<file path="src/msbp_pkg.sv">
// Shared constants and command codes for the MSB-first bit packer.
// No dependencies; imported by msb_first_bit_packer.
`timescale 1ns / 1ps

package msbp_pkg;

    localparam int DEFAULT_WORD_WIDTH = 32;

    localparam int VALUE_BITS  = 32;
    localparam int LENGTH_BITS = 6;
    localparam int PACKED_BITS = 32;
    localparam int COUNT_BITS  = 6;

    localparam int S_TDATA_BITS = ((VALUE_BITS + LENGTH_BITS + 7) / 8) * 8;
    localparam int M_TDATA_BITS = ((PACKED_BITS + COUNT_BITS + 7) / 8) * 8;

    typedef enum logic [0:0] {
        CMD_PUT   = 1'b0,
        CMD_FLUSH = 1'b1
    } cmd_t;

endpackage

</file>
<file path="src/msb_first_bit_packer.sv">
// Top level of the MSB-first variable-length bit packer.
// Depends on msbp_pkg for field widths, command codes and the default word width.
`timescale 1ns / 1ps

// Packs fields of 0 to WORD_WIDTH bits into WORD_WIDTH-bit words, first bit at the
// top. A put item (tuser = 0) appends field_length bits of field_value; each time
// the word fills it leaves on m_ with valid_bits = WORD_WIDTH, and spilled bits
// start the next word. A flush item (tuser = 1) sends the partial word with its
// bit count and clears it; a flush with nothing held and a zero-length put give
// no result. Lengths above WORD_WIDTH saturate. One item is taken every cycle
// while the result register is empty or m_tready is high; a result reaches m_
// through the input register, then the result register. The path between them
// is one barrel shift over a 2*WORD_WIDTH-bit window plus the fill-count add.
module msb_first_bit_packer #(
    parameter int WORD_WIDTH = msbp_pkg::DEFAULT_WORD_WIDTH
) (
    input  logic                              aclk,
    input  logic                              aresetn,
    input  logic                              s_tvalid,
    output logic                              s_tready,
    // [31:0] field_value, [37:32] field_length, [39:38] zero
    input  logic [msbp_pkg::S_TDATA_BITS-1:0] s_tdata,
    // [0] command
    input  logic [0:0]                        s_tuser,
    output logic                              m_tvalid,
    input  logic                              m_tready,
    // [31:0] packed_word, [37:32] valid_bits, [39:38] zero
    output logic [msbp_pkg::M_TDATA_BITS-1:0] m_tdata
);
    import msbp_pkg::*;

    localparam int CW  = $clog2(WORD_WIDTH + 1);
    localparam int LW  = (CW > LENGTH_BITS) ? CW : LENGTH_BITS;
    localparam int SW  = $clog2(2 * WORD_WIDTH + 1);
    localparam int VW  = (WORD_WIDTH > VALUE_BITS) ? WORD_WIDTH : VALUE_BITS;
    localparam int OW  = (CW > COUNT_BITS) ? CW : COUNT_BITS;
    localparam int DW  = 2 * WORD_WIDTH;

    // input register
    logic                   in_valid_reg;
    cmd_t                   in_cmd_reg;
    logic [VALUE_BITS-1:0]  in_value_reg;
    logic [LENGTH_BITS-1:0] in_length_reg;

    // packing state
    logic [WORD_WIDTH-1:0]  acc_reg,  acc_next;
    logic [CW-1:0]          fill_reg, fill_next;

    // result register
    logic                   out_valid_reg;
    logic [WORD_WIDTH-1:0]  out_word_reg, out_word_next;
    logic [CW-1:0]          out_count_reg, out_count_next;
    logic                   emit;

    logic                   advance;
    logic [LW-1:0]          len_ext, len_sat;
    logic [VW-1:0]          value_ext;
    logic [WORD_WIDTH-1:0]  data;
    logic [SW-1:0]          total, shift;
    logic [DW-1:0]          window;
    logic [VW-1:0]          word_ext;
    logic [OW-1:0]          count_ext;

    assign advance  = in_valid_reg && (!out_valid_reg || m_tready);
    assign s_tready = !in_valid_reg || advance;

    always_comb begin
        len_ext   = LW'(in_length_reg);
        len_sat   = (len_ext > LW'(WORD_WIDTH)) ? LW'(WORD_WIDTH) : len_ext;
        value_ext = VW'(in_value_reg);
        data      = value_ext[WORD_WIDTH-1:0] & ~({WORD_WIDTH{1'b1}} << len_sat);
        total     = SW'(fill_reg) + SW'(len_sat);
        shift     = SW'(DW) - total;
        window    = {acc_reg, {WORD_WIDTH{1'b0}}} | (DW'(data) << shift);

        acc_next       = acc_reg;
        fill_next      = fill_reg;
        out_word_next  = window[DW-1:WORD_WIDTH];
        out_count_next = CW'(WORD_WIDTH);
        emit           = 1'b0;

        case (in_cmd_reg)
            CMD_FLUSH: begin
                out_word_next  = acc_reg;
                out_count_next = fill_reg;
                emit           = (fill_reg != '0);
                acc_next       = '0;
                fill_next      = '0;
            end
            CMD_PUT: begin
                if (total >= SW'(WORD_WIDTH)) begin
                    emit      = 1'b1;
                    acc_next  = window[WORD_WIDTH-1:0];
                    fill_next = CW'(total - SW'(WORD_WIDTH));
                end else begin
                    acc_next  = window[DW-1:WORD_WIDTH];
                    fill_next = CW'(total);
                end
            end
            default: begin
                emit = 1'b0;
            end
        endcase
    end

    always_ff @(posedge aclk) begin
        if (!aresetn) begin
            in_valid_reg  <= 1'b0;
            out_valid_reg <= 1'b0;
            acc_reg       <= '0;
            fill_reg      <= '0;
        end else begin
            if (s_tready) begin
                in_valid_reg <= s_tvalid;
            end
            if (advance) begin
                acc_reg       <= acc_next;
                fill_reg      <= fill_next;
                out_valid_reg <= emit;
            end else if (m_tready) begin
                out_valid_reg <= 1'b0;
            end
        end
    end

    always_ff @(posedge aclk) begin
        if (s_tready && s_tvalid) begin
            in_cmd_reg    <= cmd_t'(s_tuser[0]);
            in_value_reg  <= s_tdata[VALUE_BITS-1:0];
            in_length_reg <= s_tdata[VALUE_BITS +: LENGTH_BITS];
        end
        if (advance && emit) begin
            out_word_reg  <= out_word_next;
            out_count_reg <= out_count_next;
        end
    end

    always_comb begin
        word_ext  = VW'(out_word_reg);
        count_ext = OW'(out_count_reg);
    end

    assign m_tvalid = out_valid_reg;
    assign m_tdata  = M_TDATA_BITS'({count_ext[COUNT_BITS-1:0], word_ext[PACKED_BITS-1:0]});

    a_fill_below_word: assert property (@(posedge aclk) disable iff (!aresetn)
        fill_reg < CW'(WORD_WIDTH))
        else $error("fill count reached the word width");

    a_result_has_bits: assert property (@(posedge aclk) disable iff (!aresetn)
        out_valid_reg |-> (out_count_reg != '0))
        else $error("result item with zero valid bits");

    a_flush_clears: assert property (@(posedge aclk) disable iff (!aresetn)
        (advance && in_cmd_reg == CMD_FLUSH) |=> (fill_reg == '0 && acc_reg == '0))
        else $error("flush left bits in the accumulator");

    a_ready_when_empty: assert property (@(posedge aclk) disable iff (!aresetn)
        !in_valid_reg |-> s_tready)
        else $error("input stalled with an empty input register");

    a_stall_holds_state: assert property (@(posedge aclk) disable iff (!aresetn)
        (!advance) |=> ($stable(fill_reg) && $stable(acc_reg)))
        else $error("packing state changed without an item");

endmodule

</file>
<file path="config.mk">
export PLATFORM = sky130hd
export DESIGN_NAME = msb_first_bit_packer
export DESIGN_NICKNAME = d
export VERILOG_FILES = /design/src/msbp_pkg.sv /design/src/msb_first_bit_packer.sv
export SDC_FILE = /design/constraint.sdc
export NUM_CORES = 1
export LEC_CHECK = 0
export BUFFER_PORTS_ARGS = -buffer_cell sky130_fd_sc_hd__buf_4
export CORE_MARGIN = 2
export CORE_UTILIZATION = 40
export CTS_CLUSTER_SIZE = 30
export DETAILED_ROUTE_END_ITERATION = 16
export PLACE_DENSITY = 0.66
export SKIP_CTS_REPAIR_TIMING = 1
export SYNTH_ARGS = -nofsm -noshare
export SYNTH_HDL_FRONTEND = slang
export SYNTH_SLANG_ARGS = --single-unit
</file>
<file path="constraint.sdc">
create_clock -name aclk -period 6.5 [get_ports aclk]
set_input_delay 0.325 -clock aclk [delete_from_list [all_inputs] [get_ports aclk]]
set_output_delay 0.325 -clock aclk [all_outputs]
set_load 0.01 [all_outputs]
</file>
==> impl_metrics.xml <==
<?xml version="1.0" encoding="UTF-8"?>
<metrics>
  <group name="grt">
    <metric name="grt_pass1_vias" unit="">6923</metric>
    <metric name="global_route.overflow_total" unit="">0</metric>
    <metric name="antenna_found_initial" unit="">0</metric>
    <metric name="grt_use_total" unit="%">22.56</metric>
    <metric name="grt_pass1_wl" unit="um">38450</metric>
    <metric name="grt_max_degree" unit="">46</metric>
  </group>
  <group name="layout">
    <metric name="final_layout_size_suffix_gt1_share" unit="%">20.43</metric>
    <metric name="diodes" unit="">0</metric>
    <metric name="final_core_utilization" unit="%">47.14</metric>
    <metric name="nNetsFinal" unit="">968</metric>
    <metric name="area_delta_synth_final" unit="%">16.56</metric>
  </group>
  <group name="clock_network">
    <metric name="clock_tree.buffer_depth" unit="">2</metric>
    <metric name="root_buffer" unit="">clkbuf_16</metric>
    <metric name="numClockSinks" unit="">117</metric>
    <metric name="clkTransAtPathRegs" unit="ps">60</metric>
    <metric name="htree_levels" unit="">4</metric>
    <metric name="cts-buffers-inserted" unit="">17</metric>
    <metric name="cts_tree" unit="">yes</metric>
    <metric name="clock_latency" unit="ps">440</metric>
  </group>
  <group name="synth">
    <metric name="synth_seq_cells" unit="">117</metric>
    <metric name="synthesis.area" unit="um^2">8132</metric>
    <metric name="yosysTopAreaCellShare" unit="%">28.44</metric>
    <metric name="netlist_top_cells_area" unit="">edfxtp_1 (28%), dfxtp_1 (9.8%), mux4_2 (4.4%)</metric>
    <metric name="synth.distinct_cells" unit="">86</metric>
    <metric name="synthesis.instances" unit="">872</metric>
    <metric name="synth.yosys.seq_area_share" unit="%">38.28</metric>
    <metric name="asyncSetResetFlopFracSynth" unit="%">0</metric>
    <metric name="synth.cells.most_frequent" unit="">edfxtp_1 (77), nand2_1 (62), nor2_1 (60), o21ai_0 (56), a21oi_1 (50)</metric>
    <metric name="yosys.cell_count.top_type" unit="">edfxtp_1</metric>
    <metric name="netlist.top_cell.by_area" unit="">edfxtp_1</metric>
    <metric name="dominantRegCellSynth" unit="">edfxtp_1</metric>
    <metric name="post_synth.cell_area_avg" unit="um^2">9.325</metric>
    <metric name="post_synth_edffs" unit="">77</metric>
    <metric name="ys_warn_count" unit="">0</metric>
  </group>
  <group name="route">
    <metric name="drtAntennaViolNets" unit="">0</metric>
    <metric name="routedWlPerCell" unit="um">20.17</metric>
    <metric name="drt_drc_violations_left" unit="">0</metric>
    <metric name="drt_iter0_drc" unit="">836</metric>
    <metric name="routed-via-count" unit="">7486</metric>
    <metric name="vias_per_cell" unit="">6.238</metric>
    <metric name="routed_wirelength" unit="um">24200</metric>
    <metric name="drt_pass1_iterations" unit="">7</metric>
  </group>
  <group name="worst_setup_path">
    <metric name="critical_path.startpoint_type" unit="">register</metric>
    <metric name="crit_path_max_incr_delay" unit="ps">920</metric>
    <metric name="signal_arrival_time_at_the_worst_endpoint" unit="ps">5300</metric>
    <metric name="critical_path.reg2reg.startpoint" unit="">in_length_reg[5]</metric>
    <metric name="r2r_setup_slack" unit="ps">1520</metric>
    <metric name="critical_path.cell_chain" unit="">buf_4 &gt; nor2b_1 &gt; ha_1 &gt; ha_1 &gt; inv_1 &gt; ha_1 &gt; xor2_1 &gt; o21ai_1 &gt; buf_4 &gt; nand2_1 &gt; a21oi_1 &gt; a31oi_1 &gt; o221ai_1 &gt; a221oi_1 &gt; nor4_1</metric>
    <metric name="cp.required" unit="ps">6830</metric>
    <metric name="crit_type" unit="">register to register</metric>
    <metric name="critPathSlowestCell" unit="">a21oi_1</metric>
    <metric name="worst_path_dominant_cell_family" unit="">compound AO/OA/AOI/OAI gates</metric>
    <metric name="critPathBufInv" unit="">3</metric>
    <metric name="crit_path_end_kind" unit="">register</metric>
    <metric name="crit_path_frequent_cell" unit="">ha_1</metric>
    <metric name="timing.critical_path.from" unit="">in_length_reg[5]</metric>
    <metric name="cp_max_fo" unit="">25</metric>
  </group>
  <group name="power_and_ir_drop">
    <metric name="worst_ir_drop_vdd" unit="uV">217.9</metric>
    <metric name="power.leakage" unit="nW">3.455</metric>
    <metric name="p_sw_share" unit="%">34.99</metric>
    <metric name="pwr-share-seq" unit="%">33.3</metric>
    <metric name="power.internal" unit="mW">1.704</metric>
    <metric name="clock_power_share" unit="%">35.8</metric>
    <metric name="total_switching_power" unit="mW">0.9170</metric>
    <metric name="power_density" unit="nW/um^2">276.5</metric>
    <metric name="power_frac_comb" unit="%">30.9</metric>
  </group>
  <group name="place">
    <metric name="detailedPlace.worstSlack" unit="ps">1773</metric>
    <metric name="place.detailed.hpwl" unit="um">17530</metric>
    <metric name="port_buffers" unit="">82</metric>
    <metric name="routabilityCongestion" unit="">0.9750</metric>
  </group>
  <group name="timing">
    <metric name="hold_viol" unit="">0</metric>
    <metric name="setup_tns" unit="ps">0</metric>
    <metric name="finClkSkew" unit="ps">12.54</metric>
    <metric name="final_critical_path_setup_slack" unit="ps">1525</metric>
    <metric name="grt_setup_unrepaired" unit="">no</metric>
    <metric name="crit_share_post_route" unit="%">76.54</metric>
    <metric name="slew_headroom" unit="%">27.12</metric>
    <metric name="timing.final.max_slew_violations" unit="">0</metric>
    <metric name="timing.final.crit_period" unit="ps">4975</metric>
    <metric name="timing.fmax" unit="GHz">0.2010</metric>
    <metric name="timing_worst_slew_pin_value" unit="ps">1088</metric>
    <metric name="setup_violations" unit="">0</metric>
  </group>
  <group name="floorplanning">
    <metric name="start_util" unit="%">40.45</metric>
    <metric name="num_rows" unit="">52</metric>
    <metric name="core_area" unit="um^2">20100</metric>
    <metric name="dieArea" unit="um^2">21490</metric>
    <metric name="fp.dieH" unit="um">146.6</metric>
    <metric name="io_pins" unit="">87</metric>
    <metric name="chip_width" unit="um">146.6</metric>
  </group>
  <group name="hold_path">
    <metric name="hold_path_startpoint" unit="">s_tdata[15]</metric>
    <metric name="min-delay-path-class" unit="">input pin to register</metric>
  </group>
  <group name="job">
    <metric name="max_cap_violations" unit="">0</metric>
  </group>
  <group name="status">
    <metric name="run_status" unit="">completed</metric>
  </group>
</metrics>
## path summary, 6_finish.rpt
check	end	cells past startpoint
hold reg to reg	acc_reg[22]	2
setup reg to reg	acc_reg[2]	15
hold / removal	in_value_reg[15]	1
setup / recovery	acc_reg[2]	15
## metal layers
| layer | track usage (%) | vias to the layer above | wire length, um |
|---|---|---|---|
| met4 | 8.350 | 0 | 549 |
| met5 | 0 | - | 0 |
| li1 | - | 3525 | - |
| met2 | 34.44 | 344 | 10930 |
| met1 | 31.67 | 3578 | 10990 |
| met3 | 4.594 | 39 | 1729 |
## cells by family (layout without fill, tap and decap cells)
group / Yosys count / after routing / synth area share [%]
compound gates: 323 / 323 / 27.99
xor+xnor: 7 / 7 / 0.8463
fa+ha+maj: 6 / 6 / 0.9232
buf+inv: 86 / 143 / 4.708
flops: 117 / 117 / 38.28
mux: 57 / 57 / 9.632
other cells: 1 / 2 / 0.04612
simple gates: 275 / 275 / 17.57
## power by group through the flow
stage	sequential, mW	clock, mW	combinational [mW]
6_report	0.872	0.939	0.809
5_1_grt	0.876	0.980	0.867
4_1_cts	0.872	0.950	0.787
3_5_place_dp	0.887	0	0.784
3_3_place_gp	0.886	0	0.779
2_1_floorplan	0.884	0	0.562
## layout make-up
type                            count  area (um^2)
Clock inverter                     15        157.7
Inverter                           14        52.55
Sequential cell                   117         3113
Tap cell                          270        337.8
Clock buffer                       17        425.4
Fill cell                        1907        10630
Multi-Input combinational cell    670         4663
Timing Repair Buffer               97        728.2
## layout by cell type (no fill, tap or decap), types with 12 or more instances in the layout
cell type	n
a31oi_1	25
nand4_1	12
and2_1	13
mux2i_1	34
nor2_1	60
edfxtp_1	77
dfxtp_1	40
o211ai_1	14
nor3_1	27
mux4_2	16
nand2_1	62
o21ai_0	55
buf_4	97
clkbuf_16	17
o31ai_1	14
nand3_1	28
inv_1	14
o21bai_1	17
a21oi_1	49
## through the flow
stage	total power, mW	cells	hold slack [ps]	instance area [um^2]
final	2.621	1200	59.75	9478
after detailed placement	1.672	1168	444.1	8895
after floorplan	1.447	873	423.9	8135
after global routing	2.724	1200	56.24	9478
after global placement	1.665	1168	437.4	8895
after CTS	2.609	1200	50.51	9478
No activity file was read; power rests on OpenSTA's default activity.
